--- src/design/dpf_pkg.sv ---
// ----------------------------------------------------------------------------
// dpf_pkg
// Shared widths, prime table, state encoding and the command/status structs
// that join the controller and the datapath.
// ----------------------------------------------------------------------------
package dpf_pkg;

    // Field widths and table size
    localparam int VALUE_BITS   = 20;
    localparam int TAG_BITS     = 22;
    localparam int PRIME_COUNT  = 172;
    localparam int PRIME_BITS   = 10;
    localparam int MAX_RESULTS  = 7;

    localparam int IDX_BITS     = (PRIME_COUNT > 1) ? $clog2(PRIME_COUNT) : 1;
    localparam int IDX_CNT_BITS = $clog2(PRIME_COUNT + 1);
    localparam int CNT_BITS     = $clog2(MAX_RESULTS + 1);
    localparam int SQ_BITS      = 2 * PRIME_BITS;
    localparam int CMP_BITS     = (VALUE_BITS > SQ_BITS) ? VALUE_BITS : SQ_BITS;

    // Divider: quotient bits retired per cycle and the resulting cycle count
    localparam int DIV_STEP_BITS = 4;
    localparam int DIV_CYCLES    = (VALUE_BITS + DIV_STEP_BITS - 1) / DIV_STEP_BITS;
    localparam int DIV_PAD_BITS  = DIV_CYCLES * DIV_STEP_BITS;
    localparam int DIV_CNT_BITS  = $clog2(DIV_CYCLES + 1);

    typedef logic [PRIME_BITS-1:0] prime_t;
    typedef prime_t prime_tab_t [PRIME_COUNT];

    // All primes below 1024, ascending
    localparam prime_tab_t PRIME_TABLE = '{
        10'd2,    10'd3,    10'd5,    10'd7,    10'd11,   10'd13,   10'd17,   10'd19,
        10'd23,   10'd29,   10'd31,   10'd37,   10'd41,   10'd43,   10'd47,   10'd53,
        10'd59,   10'd61,   10'd67,   10'd71,   10'd73,   10'd79,   10'd83,   10'd89,
        10'd97,   10'd101,  10'd103,  10'd107,  10'd109,  10'd113,  10'd127,  10'd131,
        10'd137,  10'd139,  10'd149,  10'd151,  10'd157,  10'd163,  10'd167,  10'd173,
        10'd179,  10'd181,  10'd191,  10'd193,  10'd197,  10'd199,  10'd211,  10'd223,
        10'd227,  10'd229,  10'd233,  10'd239,  10'd241,  10'd251,  10'd257,  10'd263,
        10'd269,  10'd271,  10'd277,  10'd281,  10'd283,  10'd293,  10'd307,  10'd311,
        10'd313,  10'd317,  10'd331,  10'd337,  10'd347,  10'd349,  10'd353,  10'd359,
        10'd367,  10'd373,  10'd379,  10'd383,  10'd389,  10'd397,  10'd401,  10'd409,
        10'd419,  10'd421,  10'd431,  10'd433,  10'd439,  10'd443,  10'd449,  10'd457,
        10'd461,  10'd463,  10'd467,  10'd479,  10'd487,  10'd491,  10'd499,  10'd503,
        10'd509,  10'd521,  10'd523,  10'd541,  10'd547,  10'd557,  10'd563,  10'd569,
        10'd571,  10'd577,  10'd587,  10'd593,  10'd599,  10'd601,  10'd607,  10'd613,
        10'd617,  10'd619,  10'd631,  10'd641,  10'd643,  10'd647,  10'd653,  10'd659,
        10'd661,  10'd673,  10'd677,  10'd683,  10'd691,  10'd701,  10'd709,  10'd719,
        10'd727,  10'd733,  10'd739,  10'd743,  10'd751,  10'd757,  10'd761,  10'd769,
        10'd773,  10'd787,  10'd797,  10'd809,  10'd811,  10'd821,  10'd823,  10'd827,
        10'd829,  10'd839,  10'd853,  10'd857,  10'd859,  10'd863,  10'd877,  10'd881,
        10'd883,  10'd887,  10'd907,  10'd911,  10'd919,  10'd929,  10'd937,  10'd941,
        10'd947,  10'd953,  10'd967,  10'd971,  10'd977,  10'd983,  10'd991,  10'd997,
        10'd1009, 10'd1013, 10'd1019, 10'd1021
    };

    // Controller states, one-hot
    typedef enum logic [5:0] {
        ST_IDLE  = 6'b000001,
        ST_CHECK = 6'b000010,
        ST_DIV   = 6'b000100,
        ST_FOUND = 6'b001000,
        ST_TAIL  = 6'b010000,
        ST_FLUSH = 6'b100000
    } state_t;

    // Controller to datapath
    typedef struct packed {
        logic in_ready;    // accept an input word
        logic load;        // capture the input word
        logic div_start;   // divide remainder by current prime
        logic take_quot;   // replace remainder by quotient
        logic next_prime;  // advance to the next table entry
        logic push_prime;  // current prime becomes the pending factor
        logic push_rem;    // remainder becomes the pending factor
        logic push_last;   // send pending factor flagged last
    } dpf_cmd_t;

    // Datapath to controller
    typedef struct packed {
        logic in_valid;
        logic in_small;    // input value is zero or one
        logic walk_end;    // table exhausted, prime squared too big, or remainder one
        logic rem_one;
        logic div_done;
        logic div_zero;    // division left no remainder
        logic divided;     // current prime already recorded
        logic out_free;    // output register can take a word this cycle
        logic pend_valid;
        logic cnt_last;    // next pushed factor reaches the result limit
    } dpf_stat_t;

endpackage

--- src/design/dpf_item_if.sv ---
// ----------------------------------------------------------------------------
// dpf_item_if
// Input channel: one value to factor with its position tag.
// ----------------------------------------------------------------------------
interface dpf_item_if;
    import dpf_pkg::*;

    logic                  valid;
    logic                  ready;
    logic [VALUE_BITS-1:0] value;
    logic [TAG_BITS-1:0]   position_tag;

    modport source (output valid, output value, output position_tag, input ready);
    modport sink   (input valid, input value, input position_tag, output ready);
endinterface

--- src/design/dpf_factor_if.sv ---
// ----------------------------------------------------------------------------
// dpf_factor_if
// Output channel: one distinct prime factor, its tag and a last flag.
// ----------------------------------------------------------------------------
interface dpf_factor_if;
    import dpf_pkg::*;

    logic                  valid;
    logic                  ready;
    logic [VALUE_BITS-1:0] prime_factor;
    logic [TAG_BITS-1:0]   tag_out;
    logic                  last_factor;

    modport source (output valid, output prime_factor, output tag_out,
                    output last_factor, input ready);
    modport sink   (input valid, input prime_factor, input tag_out,
                    input last_factor, output ready);
endinterface

--- src/design/dpf_divider.sv ---
// ----------------------------------------------------------------------------
// dpf_divider
// Iterative restoring divider of the remainder by a table prime. Retires
// DIV_STEP_BITS quotient bits per cycle; done pulses once results are ready.
// ----------------------------------------------------------------------------
module dpf_divider (
    input  logic                           clk,
    input  logic                           rst_n,
    input  logic                           start,
    input  logic [dpf_pkg::VALUE_BITS-1:0] dividend,
    input  logic [dpf_pkg::PRIME_BITS-1:0] divisor,
    output logic                           done,
    output logic [dpf_pkg::VALUE_BITS-1:0] quotient,
    output logic                           rem_zero
);
    import dpf_pkg::*;

    logic                    busy_reg, busy_next;
    logic                    done_reg, done_next;
    logic [DIV_CNT_BITS-1:0] cnt_reg, cnt_next;
    logic [DIV_PAD_BITS-1:0] work_reg, work_next;
    logic [PRIME_BITS-1:0]   part_reg, part_next;
    logic [PRIME_BITS-1:0]   dvs_reg;

    logic [PRIME_BITS-1:0]   step_part;
    logic [DIV_STEP_BITS-1:0] step_q;

    // Run DIV_STEP_BITS restoring steps, MSB of the window first
    always_comb
    begin
        logic [PRIME_BITS:0] trial;
        step_part = part_reg;
        step_q    = '0;
        trial     = '0;
        for (int k = 0; k < DIV_STEP_BITS; k++)
        begin
            trial = {step_part, work_reg[DIV_PAD_BITS-1-k]};
            if (trial >= {1'b0, dvs_reg})
            begin
                trial = trial - {1'b0, dvs_reg};
                step_q[DIV_STEP_BITS-1-k] = 1'b1;
            end
            step_part = trial[PRIME_BITS-1:0];
        end
    end

    // Sequence the iterations
    always_comb
    begin
        busy_next = busy_reg;
        done_next = 1'b0;
        cnt_next  = cnt_reg;
        work_next = work_reg;
        part_next = part_reg;
        if (start)
        begin
            busy_next = 1'b1;
            cnt_next  = '0;
            work_next = DIV_PAD_BITS'(dividend);
            part_next = '0;
        end
        else if (busy_reg)
        begin
            work_next = {work_reg[DIV_PAD_BITS-DIV_STEP_BITS-1:0], step_q};
            part_next = step_part;
            cnt_next  = cnt_reg + 1'b1;
            if (cnt_reg == DIV_CNT_BITS'(DIV_CYCLES - 1))
            begin
                busy_next = 1'b0;
                done_next = 1'b1;
            end
        end
    end

    always_ff @(posedge clk or negedge rst_n)
    begin
        if (!rst_n)
        begin
            busy_reg <= 1'b0;
            done_reg <= 1'b0;
            cnt_reg  <= '0;
        end
        else
        begin
            busy_reg <= busy_next;
            done_reg <= done_next;
            cnt_reg  <= cnt_next;
        end
    end

    // Hold operands and partial results
    always_ff @(posedge clk)
    begin
        work_reg <= work_next;
        part_reg <= part_next;
        if (start)
        begin
            dvs_reg <= divisor;
        end
    end

    assign done     = done_reg;
    assign quotient = work_reg[VALUE_BITS-1:0];
    assign rem_zero = (part_reg == '0);

endmodule

--- src/design/dpf_datapath.sv ---
// ----------------------------------------------------------------------------
// dpf_datapath
// Holds the value, remainder, tag and table index, runs the divider, keeps
// one pending factor so the last flag is known, and drives the output word.
// ----------------------------------------------------------------------------
module dpf_datapath (
    input  logic              clk,
    input  logic              rst_n,
    input  dpf_pkg::dpf_cmd_t cmd,
    output dpf_pkg::dpf_stat_t stat,
    dpf_item_if.sink          items,
    dpf_factor_if.source      factors
);
    import dpf_pkg::*;

    logic [VALUE_BITS-1:0]   orig_reg;
    logic [VALUE_BITS-1:0]   rem_reg;
    logic [TAG_BITS-1:0]     tag_reg;
    logic [IDX_CNT_BITS-1:0] idx_reg;
    logic [CNT_BITS-1:0]     cnt_reg;
    logic                    divided_reg;
    logic                    pend_valid_reg;
    logic [VALUE_BITS-1:0]   pend_reg;

    logic                    out_valid_reg, out_valid_next;
    logic [VALUE_BITS-1:0]   out_factor_reg;
    logic [TAG_BITS-1:0]     out_tag_reg;
    logic                    out_last_reg;

    prime_t                  prime;
    logic [SQ_BITS-1:0]      prime_sq;
    logic                    div_done;
    logic                    div_zero;
    logic [VALUE_BITS-1:0]   div_quot;
    logic                    push;
    logic                    load_out;
    logic [VALUE_BITS-1:0]   pend_new;

    // Look up the current prime and its square
    assign prime    = PRIME_TABLE[idx_reg[IDX_BITS-1:0]];
    assign prime_sq = SQ_BITS'(prime) * SQ_BITS'(prime);

    dpf_divider u_div (
        .clk      (clk),
        .rst_n    (rst_n),
        .start    (cmd.div_start),
        .dividend (rem_reg),
        .divisor  (prime),
        .done     (div_done),
        .quotient (div_quot),
        .rem_zero (div_zero)
    );

    // Pending factor handoff
    assign push     = cmd.push_prime | cmd.push_rem;
    assign load_out = (push & pend_valid_reg) | cmd.push_last;
    assign pend_new = cmd.push_prime ? VALUE_BITS'(prime) : rem_reg;

    // Status back to the controller
    always_comb
    begin
        stat.in_valid   = items.valid;
        stat.in_small   = (items.value <= VALUE_BITS'(1));
        stat.rem_one    = (rem_reg == VALUE_BITS'(1));
        stat.walk_end   = (idx_reg == IDX_CNT_BITS'(PRIME_COUNT))
                        || (CMP_BITS'(prime_sq) > CMP_BITS'(orig_reg))
                        || stat.rem_one;
        stat.div_done   = div_done;
        stat.div_zero   = div_zero;
        stat.divided    = divided_reg;
        stat.out_free   = !out_valid_reg || factors.ready;
        stat.pend_valid = pend_valid_reg;
        stat.cnt_last   = (cnt_reg == CNT_BITS'(MAX_RESULTS - 1));
    end

    // Control registers of the walk
    always_ff @(posedge clk or negedge rst_n)
    begin
        if (!rst_n)
        begin
            idx_reg        <= '0;
            cnt_reg        <= '0;
            divided_reg    <= 1'b0;
            pend_valid_reg <= 1'b0;
        end
        else
        begin
            if (cmd.load)
            begin
                idx_reg        <= '0;
                cnt_reg        <= '0;
                divided_reg    <= 1'b0;
                pend_valid_reg <= 1'b0;
            end
            else
            begin
                if (cmd.next_prime)
                begin
                    idx_reg     <= idx_reg + 1'b1;
                    divided_reg <= 1'b0;
                end
                if (push)
                begin
                    cnt_reg        <= cnt_reg + 1'b1;
                    divided_reg    <= 1'b1;
                    pend_valid_reg <= 1'b1;
                end
                if (cmd.push_last)
                begin
                    pend_valid_reg <= 1'b0;
                end
            end
        end
    end

    // Value, remainder, tag and pending factor
    always_ff @(posedge clk)
    begin
        if (cmd.load)
        begin
            orig_reg <= items.value;
            rem_reg  <= items.value;
            tag_reg  <= items.position_tag;
        end
        else if (cmd.take_quot)
        begin
            rem_reg <= div_quot;
        end
        if (push)
        begin
            pend_reg <= pend_new;
        end
    end

    // Output register: load a word, drop it once taken
    always_comb
    begin
        out_valid_next = out_valid_reg;
        if (load_out)
        begin
            out_valid_next = 1'b1;
        end
        else if (factors.ready)
        begin
            out_valid_next = 1'b0;
        end
    end

    always_ff @(posedge clk or negedge rst_n)
    begin
        if (!rst_n)
        begin
            out_valid_reg <= 1'b0;
        end
        else
        begin
            out_valid_reg <= out_valid_next;
        end
    end

    always_ff @(posedge clk)
    begin
        if (load_out)
        begin
            out_factor_reg <= pend_reg;
            out_tag_reg    <= tag_reg;
            out_last_reg   <= cmd.push_last;
        end
    end

    assign items.ready          = cmd.in_ready;
    assign factors.valid        = out_valid_reg;
    assign factors.prime_factor = out_factor_reg;
    assign factors.tag_out      = out_tag_reg;
    assign factors.last_factor  = out_last_reg;

endmodule

--- src/design/dpf_ctrl.sv ---
// ----------------------------------------------------------------------------
// dpf_ctrl
// Controller that walks the prime table: check bounds, divide, record
// factors, emit the leftover remainder and flush the last word.
// ----------------------------------------------------------------------------
module dpf_ctrl (
    input  logic               clk,
    input  logic               rst_n,
    input  dpf_pkg::dpf_stat_t stat,
    output dpf_pkg::dpf_cmd_t  cmd
);
    import dpf_pkg::*;

    state_t state_reg, state_next;
    logic   can_push;

    // A new pending factor may replace the old one only if its word can leave
    assign can_push = stat.out_free || !stat.pend_valid;

    always_comb
    begin
        state_next = state_reg;
        cmd        = '0;
        unique case (state_reg)
            ST_IDLE:
            begin
                cmd.in_ready = 1'b1;
                if (stat.in_valid)
                begin
                    cmd.load = 1'b1;
                    if (!stat.in_small)
                    begin
                        state_next = ST_CHECK;
                    end
                end
            end
            ST_CHECK:
            begin
                if (stat.walk_end)
                begin
                    state_next = ST_TAIL;
                end
                else
                begin
                    cmd.div_start = 1'b1;
                    state_next    = ST_DIV;
                end
            end
            ST_DIV:
            begin
                if (stat.div_done)
                begin
                    if (stat.div_zero)
                    begin
                        cmd.take_quot = 1'b1;
                        state_next    = stat.divided ? ST_CHECK : ST_FOUND;
                    end
                    else
                    begin
                        cmd.next_prime = 1'b1;
                        state_next     = ST_CHECK;
                    end
                end
            end
            ST_FOUND:
            begin
                if (can_push)
                begin
                    cmd.push_prime = 1'b1;
                    state_next     = stat.cnt_last ? ST_FLUSH : ST_CHECK;
                end
            end
            ST_TAIL:
            begin
                if (stat.rem_one)
                begin
                    state_next = ST_FLUSH;
                end
                else if (can_push)
                begin
                    cmd.push_rem = 1'b1;
                    state_next   = ST_FLUSH;
                end
            end
            ST_FLUSH:
            begin
                if (!stat.pend_valid)
                begin
                    state_next = ST_IDLE;
                end
                else if (stat.out_free)
                begin
                    cmd.push_last = 1'b1;
                    state_next    = ST_IDLE;
                end
            end
            default:
            begin
                state_next = ST_IDLE;
            end
        endcase
    end

    always_ff @(posedge clk or negedge rst_n)
    begin
        if (!rst_n)
        begin
            state_reg <= ST_IDLE;
        end
        else
        begin
            state_reg <= state_next;
        end
    end

endmodule

--- src/design/distinct_prime_factor_extractor.sv ---
// ----------------------------------------------------------------------------
// distinct_prime_factor_extractor
// Trial-division factorizer: emits the distinct prime factors of a value in
// ascending order, each with the caller's tag and a last-of-run flag.
// ----------------------------------------------------------------------------
// One value is worked on at a time; the input takes a word only while the
// block is idle. A value of zero or one is taken and gives no words.
// Otherwise the controller walks the 172-entry prime table while the
// prime squared does not exceed the value and the remainder is above one.
// Each prime tried goes through a check and one division by the shared
// divider, which retires 4 quotient bits per cycle; a dividing prime is
// divided again until it no longer divides, and a found factor passes
// through a recording state. After the walk the leftover remainder is
// emitted and the last pending word is flushed. A pending factor register
// and an output register hold words, so output stalls delay the walk only
// when a factor must move into the output register while the word ahead of
// it is still waiting there.
// ----------------------------------------------------------------------------
module distinct_prime_factor_extractor (
    input  logic         clk,
    input  logic         rst_n,
    dpf_item_if.sink     items,
    dpf_factor_if.source factors
);
    import dpf_pkg::*;

    dpf_cmd_t  cmd;
    dpf_stat_t stat;

    dpf_ctrl u_ctrl (
        .clk   (clk),
        .rst_n (rst_n),
        .stat  (stat),
        .cmd   (cmd)
    );

    dpf_datapath u_dp (
        .clk     (clk),
        .rst_n   (rst_n),
        .cmd     (cmd),
        .stat    (stat),
        .items   (items),
        .factors (factors)
    );

endmodule

--- src/flat_wrapper.sv ---
// flat-port wrapper written by rule: the top's interface ports become plain ports
module distinct_prime_factor_extractor_flat import dpf_pkg::*;
  (clk, rst_n, items_valid, items_value, items_position_tag, items_ready, factors_valid, factors_prime_factor, factors_tag_out, factors_last_factor, factors_ready);
  dpf_item_if items_i ();
  dpf_factor_if factors_i ();
  input  logic clk;
  input  logic rst_n;
  input wire logic [$bits(items_i.valid)-1:0] items_valid;
  input wire logic [$bits(items_i.value)-1:0] items_value;
  input wire logic [$bits(items_i.position_tag)-1:0] items_position_tag;
  output wire logic [$bits(items_i.ready)-1:0] items_ready;
  output wire logic [$bits(factors_i.valid)-1:0] factors_valid;
  output wire logic [$bits(factors_i.prime_factor)-1:0] factors_prime_factor;
  output wire logic [$bits(factors_i.tag_out)-1:0] factors_tag_out;
  output wire logic [$bits(factors_i.last_factor)-1:0] factors_last_factor;
  input wire logic [$bits(factors_i.ready)-1:0] factors_ready;
  assign items_i.valid = items_valid;
  assign items_i.value = items_value;
  assign items_i.position_tag = items_position_tag;
  assign items_ready = items_i.ready;
  assign factors_valid = factors_i.valid;
  assign factors_prime_factor = factors_i.prime_factor;
  assign factors_tag_out = factors_i.tag_out;
  assign factors_last_factor = factors_i.last_factor;
  assign factors_i.ready = factors_ready;
  distinct_prime_factor_extractor u_core (.clk(clk), .rst_n(rst_n), .items(items_i), .factors(factors_i));
endmodule
--- config.mk ---
export PLATFORM = sky130hd
export DESIGN_NAME = distinct_prime_factor_extractor_flat
export DESIGN_NICKNAME = d
export VERILOG_FILES = /design/src/design/dpf_pkg.sv /design/src/design/dpf_item_if.sv /design/src/design/dpf_factor_if.sv /design/src/design/dpf_divider.sv /design/src/design/dpf_datapath.sv /design/src/design/dpf_ctrl.sv /design/src/design/distinct_prime_factor_extractor.sv /design/src/flat_wrapper.sv
export SDC_FILE = /design/constraint.sdc
export NUM_CORES = 1
export LEC_CHECK = 0
export ABC_AREA = 1
export BUFFER_PORTS_ARGS = -buffer_cell sky130_fd_sc_hd__buf_2
export CAP_MARGIN = 20
export CORE_MARGIN = 10
export CORE_UTILIZATION = 63
export DETAILED_ROUTE_END_ITERATION = 6
export PLACE_DENSITY = 0.93
export SKIP_CTS_REPAIR_TIMING = 1
export SLEW_MARGIN = 0
export SYNTH_ARGS = -nofsm -noshare
export SYNTH_HDL_FRONTEND = slang
export SYNTH_SLANG_ARGS = --single-unit
--- constraint.sdc ---
create_clock -name clk -period 11.7 [get_ports clk]
set_clock_uncertainty 0.05 [all_clocks]
set_input_delay 1.755 -clock clk [delete_from_list [all_inputs] [get_ports clk]]
set_output_delay 1.755 -clock clk [all_outputs]
set_load 0.02 [all_outputs]
[Word-level counts from Yosys, hierarchy flattened]
Memories as Yosys holds them, arrays and structs flattened.
Cells that the tools add are included.
Word-level totals
  flip-flop bits (word level): 190
  bits of input ports: 46
  memories kept: 1
  output and inout port bits: 45
  memory bits (read-only): 2560
Memories
  (no name shown): depth 256, width 10, rd ports 1, clocked after Yosys merged registers in 0, write ports 0, RTL line dpf_datapath.sv:40  | assign prime = PRIME_TABLE[idx_reg[IDX_BITS-1:0]];
Cells by class
  reductions and logical operators: 15
  multipliers: 1
  add/sub/neg operators: 7
  eq/ne operators: 16
  multiplexer cells: 63
  bitwise operators: 4
  $lt $le $gt $ge: 7
Operator list (count)
  two-way mux 20 bit: 4
  two-way mux 10 bit: 7
  two-way mux 6 bit: 9
  greater-or-equal comparator 11 x 10 -> 1 bit: 4
  subtractor 10 bit: 4
  one-hot mux 6 bit (6 select lines): 1
  two-way mux 1 bit: 30
  equality test 20 x 1 -> 1 bit (second input constant): 1
  greater-than comparator 20 bit: 1
  <= comparator 20 x 1 -> 1 bit (second input constant): 1
  multiplier 10 x 10 -> 20 bit: 1
  two-way mux 8 bit: 2
  two-way mux 3 bit: 4
  zero test 10 bit: 1
  nonzero test 2 bit: 5
  greater-or-equal comparator 9 bit (second input constant): 1
  NOT 8 -> 9 bit: 1
  adder 8 x 1 -> 8 bit (second input constant): 1
  equality test 8 bit (second input constant): 1
  two-way mux 4 bit: 2
  != test 2 bit (second input constant): 4
  adder 3 x 1 -> 3 bit (second input constant): 2
  equality test 3 bit (second input constant): 2
  equality test 6 x 1 -> 1 bit (second input constant): 1
  15 further kinds: 23

[Depth between registers and ports, before layout]
Gate-level depths: netlist of the first run.
  depth in word-level cells: 11
  mapped depth: 55
  mapped depth without buffers: 51

[Cells and area by module]
A second synthesis of the first run with hierarchy kept.
Unflattened totals
  cells, all modules: 1773
  area, all modules: 14741.6 um2
Modules (own cells, without submodules)
  dpf_datapath: sequential area each 4103.9 um2, area an instance 9789.4 um2, instances 1, cells each 1075
  dpf_divider: sequential area each 1226.2 um2, area an instance 4445.5 um2, instances 1, cells each 616
  dpf_ctrl: sequential area each 151.4 um2, area an instance 506.7 um2, instances 1, cells each 82

[Worst setup path before layout of the first run]
Ideal clock, no wire load.
  kind: register -> register
  start point: register u_core.u_dp.idx_reg[0]
  end point: register u_core.u_dp.u_div.part_reg[8]
  required time: 11.537 ns
  buffers on the path: 3
  cell stages (with the launch flop): 50
  path slack: 2.907 ns
  data arrival time: 8.629 ns
  path through: dfrtp_1 -> clkbuf_1 -> inv_1 -> ha_1 -> inv_1 -> nand2_1 -> inv_1 -> a21oi_1 -> nand2_1 -> a21oi_1 -> nand2_1 -> nand3_1 -> and2_1 -> buf_2 -> inv_1 -> nor2_1 -> inv_1 -> fa_1 -> [14 not listed] -> o21ai_0 -> nand2_1 -> nand2_1 -> a21oi_1 -> xor2_1 -> ha_1 -> nand2_1 -> inv_1 -> nand3_1 -> nor3_1 -> nand3_1 -> o22ai_1 -> nand3_1 -> nand2_1 -> inv_1 -> buf_2 -> nand2_1 -> nand2_1
On the way
  longest elaborated chain between the ends: 10
  elaborated cells on any way between the ends: 11
  those cells by class: mul (1); order compare (1); eq/ne (1); mux (4); bitwise (1); reduce/logical (2); memory (1)
RTL lines
  start, declared: RTL line dpf_datapath.sv:19  | logic [IDX_CNT_BITS-1:0] idx_reg;
  start signal, assigned: RTL line dpf_datapath.sv:99  | idx_reg <= idx_reg + 1'b1;
  NOT 8 -> 9 bit (not written as such): RTL line dpf_datapath.sv:40
  memory (256 x 10 bit)
  two-way mux 10 bit (not written as such) (2 in series): RTL line dpf_datapath.sv:40
  via u_core.u_dp.prime[1]: RTL line dpf_datapath.sv:30  | prime_t prime;
  multiplier 10 x 10 -> 20 bit: RTL line dpf_datapath.sv:41  | assign prime_sq = SQ_BITS'(prime) * SQ_BITS'(prime);
  greater-than comparator 20 bit: RTL line dpf_datapath.sv:66  | || (CMP_BITS'(prime_sq) > CMP_BITS'(orig_reg))
  logical OR 1 bit: RTL line dpf_datapath.sv:66
  logical OR 1 bit: RTL line dpf_datapath.sv:67  | || stat.rem_one;
  two-way mux 1 bit: RTL line dpf_ctrl.sv:39  | if (stat.walk_end)
  two-way mux 1 bit: RTL line dpf_ctrl.sv:24  | unique case (state_reg)
  end signal, assigned: RTL line dpf_divider.sv:95  | part_reg <= part_next;
  end, declared: RTL line dpf_divider.sv:22  | logic [PRIME_BITS-1:0] part_reg, part_next;
The timed path passes the listed nets, and every way through them passes these cells. The select of a mux whose other input is x is not followed.
A chain may end at the register's enable or synchronous reset.

[Worst setup path after layout of the first run]
  start point: register u_core.u_dp.idx_reg[1]
  end point: register u_core.u_dp.u_div.part_reg[2]
On the way
  longest elaborated chain between the ends: 10
  elaborated cells on any way between the ends: 11
  those cells by class: mul (1); order compare (1); eq/ne (1); mux (4); bitwise (1); reduce/logical (2); memory (1)
RTL lines (RTL line)
  NOT 8 -> 9 bit (not written as such): dpf_datapath.sv:40
  memory (256 x 10 bit)
  two-way mux 10 bit (not written as such) (2 in series): dpf_datapath.sv:40
  multiplier 10 x 10 -> 20 bit: dpf_datapath.sv:41
  greater-than comparator 20 bit: dpf_datapath.sv:66
  logical OR 1 bit *: dpf_datapath.sv:66
  logical OR 1 bit *: dpf_datapath.sv:67
  two-way mux 1 bit *: dpf_ctrl.sv:39
  two-way mux 1 bit *: dpf_ctrl.sv:24
Every way passes the cells marked *; elsewhere a longest branch is shown, timed or not. The select of a mux whose other input is x is not followed.

==> results.cfg, run 1 <==
[run_status]
outcome = finished clean

[final_layout]
seq_area_um2 = 5482
fin_nets = 2059
areaGrowthSynthToFinish_pct = 8.729
drive_gt1_share_pct = 8.649
multi_input_area_um2 = 7531
final_common_cell = nand2_1
final_cell_mix = nand2_1, inv_1, edfxtp_1, ha_1, nor2_1
fillCellCount = 1664

[grt]
track_usage_pct = 29.17
overflow = 0
grt_max_degree = 46
grt_pass1_wl_um = 66810
grt_pass1_vias = 12570
antenna_found_initial = 1

[sta]
setup_viol = 0
clock.fmax_ghz = 0.09258
final_hold_viol_count = 0
fin_crit_sh_pct = 92.32
tightestPinTransition_ps = 898.4
setup_tns_ps = 0
layout_min_cycle_time_ps = 10800
setup_ws_ps = 898.5
finalMaxSlewViolations = 0
rsz0062_at_grt = false
slew_headroom_pct = 39.96

[yosys]
synth_edf_count = 155
postSynthAreaPerCell_um2 = 8.219
synth_area_um2 = 14450
yosysSeqAreaShare_pct = 37.94
synth-seq-cells = 190
synth-main-ff-cell = edfxtp_1
synth_cells = 1758
ys_warn_count = 0
synth.distinct_cells = 55
synthArstFlopShare_pct = 13.16
synth_nets = 1980

[floorplanning]
die_area_um2 = 29390
die_y_um = 171.4
core.rowCount = 55
io_pins = 91
initial_core_util_pct = 64.01
fp.dieW_um = 171.4
core_area_um2 = 22570

[critical_path]
critPathMostFrequentCell = nand2_1
path_max_fanout = 13
required_ps = 11970
r2r_end = u_core.u_dp.u_div.part_reg[2]
crit_path_max_incr_delay_ps = 640
cp-start-kind = flop
crit_arrival_ps = 11080
crit_type = reg2reg
endpoint_kind = flop
cp_slowest_cell = dfrtp_1
worstRegToRegCells = 48
reg2reg_slack_ps = 900
r2r_start = u_core.u_dp.idx_reg[1]

[routing]
wl_met3_um = 4894
drt_iter0_markers = 1701
wl_met1_um = 15880
routed_wl_um = 42550
drt_pass1_iterations = 6
wl_met2_um = 19800
drc_errors = 0
num_vias = 13040
drtAntennaViolNets = 0
drt-wirelength-per-cell_um = 19.92
top_layer = met5
vias_per_cell = 6.103

[placed_design]
place_ws_ps = 1377
hpwl_um = 32060
portBuffers = 90
place_congestion = 1.034

[clock_tree]
clk_pin_slew_ps = 90
clockBufferDepth = 2
clock_sinks = 190
cts_buffers = 17
htree_levels = 4
clockRootBuffer = clkbuf_16
clock_latency_ps = 460
cts_tree = built

[worst_hold_path]
min-delay-path-class = reg2reg
hold_end = u_core.u_dp.factors.tag_out[21]
hold_depth = 0
holdCritStartpoint = u_core.u_dp.tag_reg[21]

[job]
drv_cap = 0
final cells by class:
cell class                 instances  share of cell area [%]
multi-input combinational       1214                   47.94
sequential                       190                   34.89
inverter                         310                   7.423
timing repair buffer             104                   3.536
clock buffer                      18                   2.795
tap                              285                   2.270
clock inverter                    14                   1.131
antenna                            1                 0.01593
synthesized netlist by cell type (all sizes together), types with 3 or more instances:
library cell	n	area, um2
o21a	3	22.52
a22oi	4	30.03
o21ai	107	535.5
fa	50	1001
o21bai	4	30.03
xor2	33	289.0
nand3b	10	75.07
nor4	11	68.82
nand3	91	490.5
a21oi	82	429.2
dfxtp	10	200.2
clkbuf	14	52.55
o22ai	6	37.54
a221oi	4	35.03
xnor2	14	122.6
nor3	19	95.09
clkinv	4	15.01
a211oi	3	22.52
buf	30	217.7
o211ai	7	52.55
nor2	122	460.5
edfxtp	155	4654
nand4	29	187.7
ha	126	1577
o221ai	4	35.03
dfrtp	24	600.6
inv	306	1151
a21o	5	37.54
nand2	461	1758
a31oi	8	50.05
metal layers:
layer / track usage (%) / vias to the layer above
met5: 0 / -
met4: 13.57 / 2
met3: 6.074 / 193
met2: 47.86 / 886
met1: 36.18 / 6038
li1: - / 5917
worst max path at each step:
stage,from,endpoint
CTS,u_core.u_dp.idx_reg[1],u_core.u_dp.u_div.part_reg[2]
floorplan,u_core.u_dp.idx_reg[0],u_core.u_dp.u_div.part_reg[8]
detailed placement,u_core.u_dp.idx_reg[1],u_core.u_dp.u_div.part_reg[7]
global route,u_core.u_dp.idx_reg[1],u_core.u_dp.u_div.part_reg[2]
finish,u_core.u_dp.idx_reg[1],u_core.u_dp.u_div.part_reg[2]
global placement,u_core.u_dp.idx_reg[1],u_core.u_dp.u_div.part_reg[2]
logic make-up after synthesis:
family | Yosys count | synth area share [%]
xor gates and xnor gates | 47 | 2.849
AOI/OAI and AO/OA | 244 | 9.534
buffers and inverters | 354 | 9.941
DFF | 190 | 37.94
and+or+nand+nor | 747 | 21.90
adders and majority gates | 176 | 17.84
worst max-delay path: cells and delay by family (launching register included):
kind,cells,cell delay (ps)
buf+inv,11,1640
xor+xnor,1,140
simple gates,22,3110
compound gates,6,1270
flops,1,640
fa+ha+maj,8,3770
per-stage QoR:
stage	hold WS (ps)	instance area, um2	utilization (%)	instances
after global placement	350.3	15090	66.86	2103
after floorplan	350.3	14450	-	1758
after global routing	367.6	15710	69.59	2135
after CTS	365.2	15710	69.59	2135
final	365.0	15710	69.60	2136
after detailed placement	355.4	15090	66.86	2103
Power of run 1 is not shown: default switching activity piles up to over one toggle a cycle in this logic, so the estimate is an artifact.
==> run 2: changes to the inputs <==
--- a/config.mk
+++ b/config.mk
@@ -8,7 +8,6 @@
 export ABC_AREA = 1
 export BUFFER_PORTS_ARGS = -buffer_cell sky130_fd_sc_hd__buf_2
 export CAP_MARGIN = 20
-export CORE_MARGIN = 10
 export CORE_UTILIZATION = 63
 export DETAILED_ROUTE_END_ITERATION = 6
 export PLACE_DENSITY = 0.93
==> run 2 against run 1 <==
Against the previous run: the run now ends with design-rule violations left; cell count decreased by 0.14%; maximum frequency rose by 4.7%; register-to-register slack gained 480 ps; worst setup slack gained 480 ps; die area decreased by 20%; sequential cell count unchanged; hold slack gained 2.2 ps; sequential share of layout area hardly changed; global-route usage is 7.2 points higher; critical path depth decreased by 1; clock-buffer cell count fell by 1; critical path type unchanged; critical endpoint is now u_core.u_dp.u_div.cnt_reg[1].
==> results.cfg, run 2 (synthesis gave the netlist of run 1 again) <==
[run_status]
outcome = finished with violations
failed_checks = design-rule violations

[sta]
slew_headroom_pct = 36.92
tightestPinTransition_ps = 943.9
finalMaxSlewViolations = 0
layout_min_cycle_time_ps = 10320
fin_crit_sh_pct = 88.19
final_hold_viol_count = 0
setup_tns_ps = 0
setup_viol = 0
clock.fmax_ghz = 0.09691
rsz0062_at_grt = false

[final_layout]
final_cell_mix = nand2_1, inv_1, edfxtp_1, ha_1, nor2_1
fin_nets = 2057
multi_input_area_um2 = 7531
diodes = 0
seq_area_um2 = 5482
fillCellCount = 1647
drive_gt1_share_pct = 8.550
areaGrowthSynthToFinish_pct = 8.858
final_common_cell = nand2_1

[floorplanning]
initial_core_util_pct = 64.01
io_pins = 91
fp.dieW_um = 153.4
die_area_um2 = 23540
core_area_um2 = 22570
die_y_um = 153.4
core.rowCount = 55

[grt]
antenna_found_initial = 1
grt_max_degree = 44
overflow = 0
track_usage_pct = 36.37
grt_pass1_wl_um = 66350
grt_pass1_vias = 12890

[placed_design]
place_congestion = 1.057
hpwl_um = 30770
portBuffers = 90

[critical_path]
endpoint_kind = flop
r2r_end = u_core.u_dp.u_div.cnt_reg[1]
worstRegToRegCells = 47
crit_arrival_ps = 10600
crit_type = reg2reg
path_max_fanout = 24
reg2reg_slack_ps = 1380
cp_slowest_cell = dfrtp_1
cp-start-kind = flop
setup.worst_path.start = u_core.u_dp.idx_reg[1]
endpoint = u_core.u_dp.u_div.cnt_reg[1]
r2r_start = u_core.u_dp.idx_reg[1]
required_ps = 11980
critPathMostFrequentCell = inv_1
crit_path_max_incr_delay_ps = 670

[clock_tree]
clock_latency_ps = 460
clockRootBuffer = clkbuf_16
cts_tree = built
cts_buffers = 17
clockBufferDepth = 2
htree_levels = 4
clk_pin_slew_ps = 90
clock_sinks = 190

[routing]
drc_errors = 1
drt_iter0_markers = 1635
drt_pass1_iterations = 7
drt-wirelength-per-cell_um = 19.49
vias_per_cell = 6.142
routed_wl_um = 41570
drtAntennaViolNets = 0
num_vias = 13100

[job]
drv_cap = 0

[worst_hold_path]
min-delay-path-class = reg2reg
## run 2: worst min path at each step
| stage | start | to | slack, ps | cells past startpoint |
|---|---|---|---|---|
| CTS | u_core.u_dp.tag_reg[20] | u_core.u_dp.factors.tag_out[20] | 370 | 0 |
| finish | u_core.u_dp.tag_reg[20] | u_core.u_dp.factors.tag_out[20] | 370 | 0 |
| floorplan | u_core.u_dp.pend_reg[0] | u_core.u_dp.factors.prime_factor[0] | 350 | 0 |
| global placement | u_core.u_dp.tag_reg[13] | u_core.u_dp.factors.tag_out[13] | 350 | 0 |
| detailed placement | u_core.u_dp.pend_reg[17] | u_core.u_dp.factors.prime_factor[17] | 350 | 0 |
| global route | u_core.u_dp.tag_reg[9] | u_core.u_dp.factors.tag_out[9] | 370 | 0 |
## run 2: per-layer routing
layer	part of all wire (%)	up-vias	GRT usage, %
li1	-	5905	-
met1	37	6126	45.68
met2	46	873	58.97
met3	11	196	6.861
met4	5.5	0	21.19
met5	0	-	0
## run 2: final cells by class
class,instances,share of cell area [%]
clock buffers,17,2.705
well taps,285,2.267
flip-flops and latches,190,34.85
inverters,310,7.414
repair buffers,102,3.436
multi-input cells,1214,47.88
clock inverters,15,1.448
## run 2: through the flow
| step | utilization, % | area [um2] | std cells | hold WS, ps | setup slack [ps] |
|---|---|---|---|---|---|
| 3_5_place_dp | 66.79 | 15080 | 2101 | 354.5 | 1651 |
| 4_1_cts | 69.68 | 15730 | 2133 | 366.6 | 1494 |
| 5_1_grt | 69.68 | 15730 | 2133 | 369.7 | 596.9 |
| 6_report | 69.68 | 15730 | 2133 | 367.1 | 1381 |
| 3_3_place_gp | 66.79 | 15080 | 2101 | 350.4 | 1712 |
| 2_1_floorplan | - | 14450 | 1758 | 350.3 | 2907 |
## run 2: critical path, delay by kind of cell, from the launching register on
kind / cells / cell delay [ps]
XOR/XNOR: 1 / 90
buffers and inverters: 12 / 1660
flip-flops: 1 / 670
AND/OR/NAND/NOR: 18 / 2330
adder cells (fa/ha/maj): 8 / 3710
AO/OA/AOI/OAI: 8 / 1700
Power of run 2 is left out for the same reason.
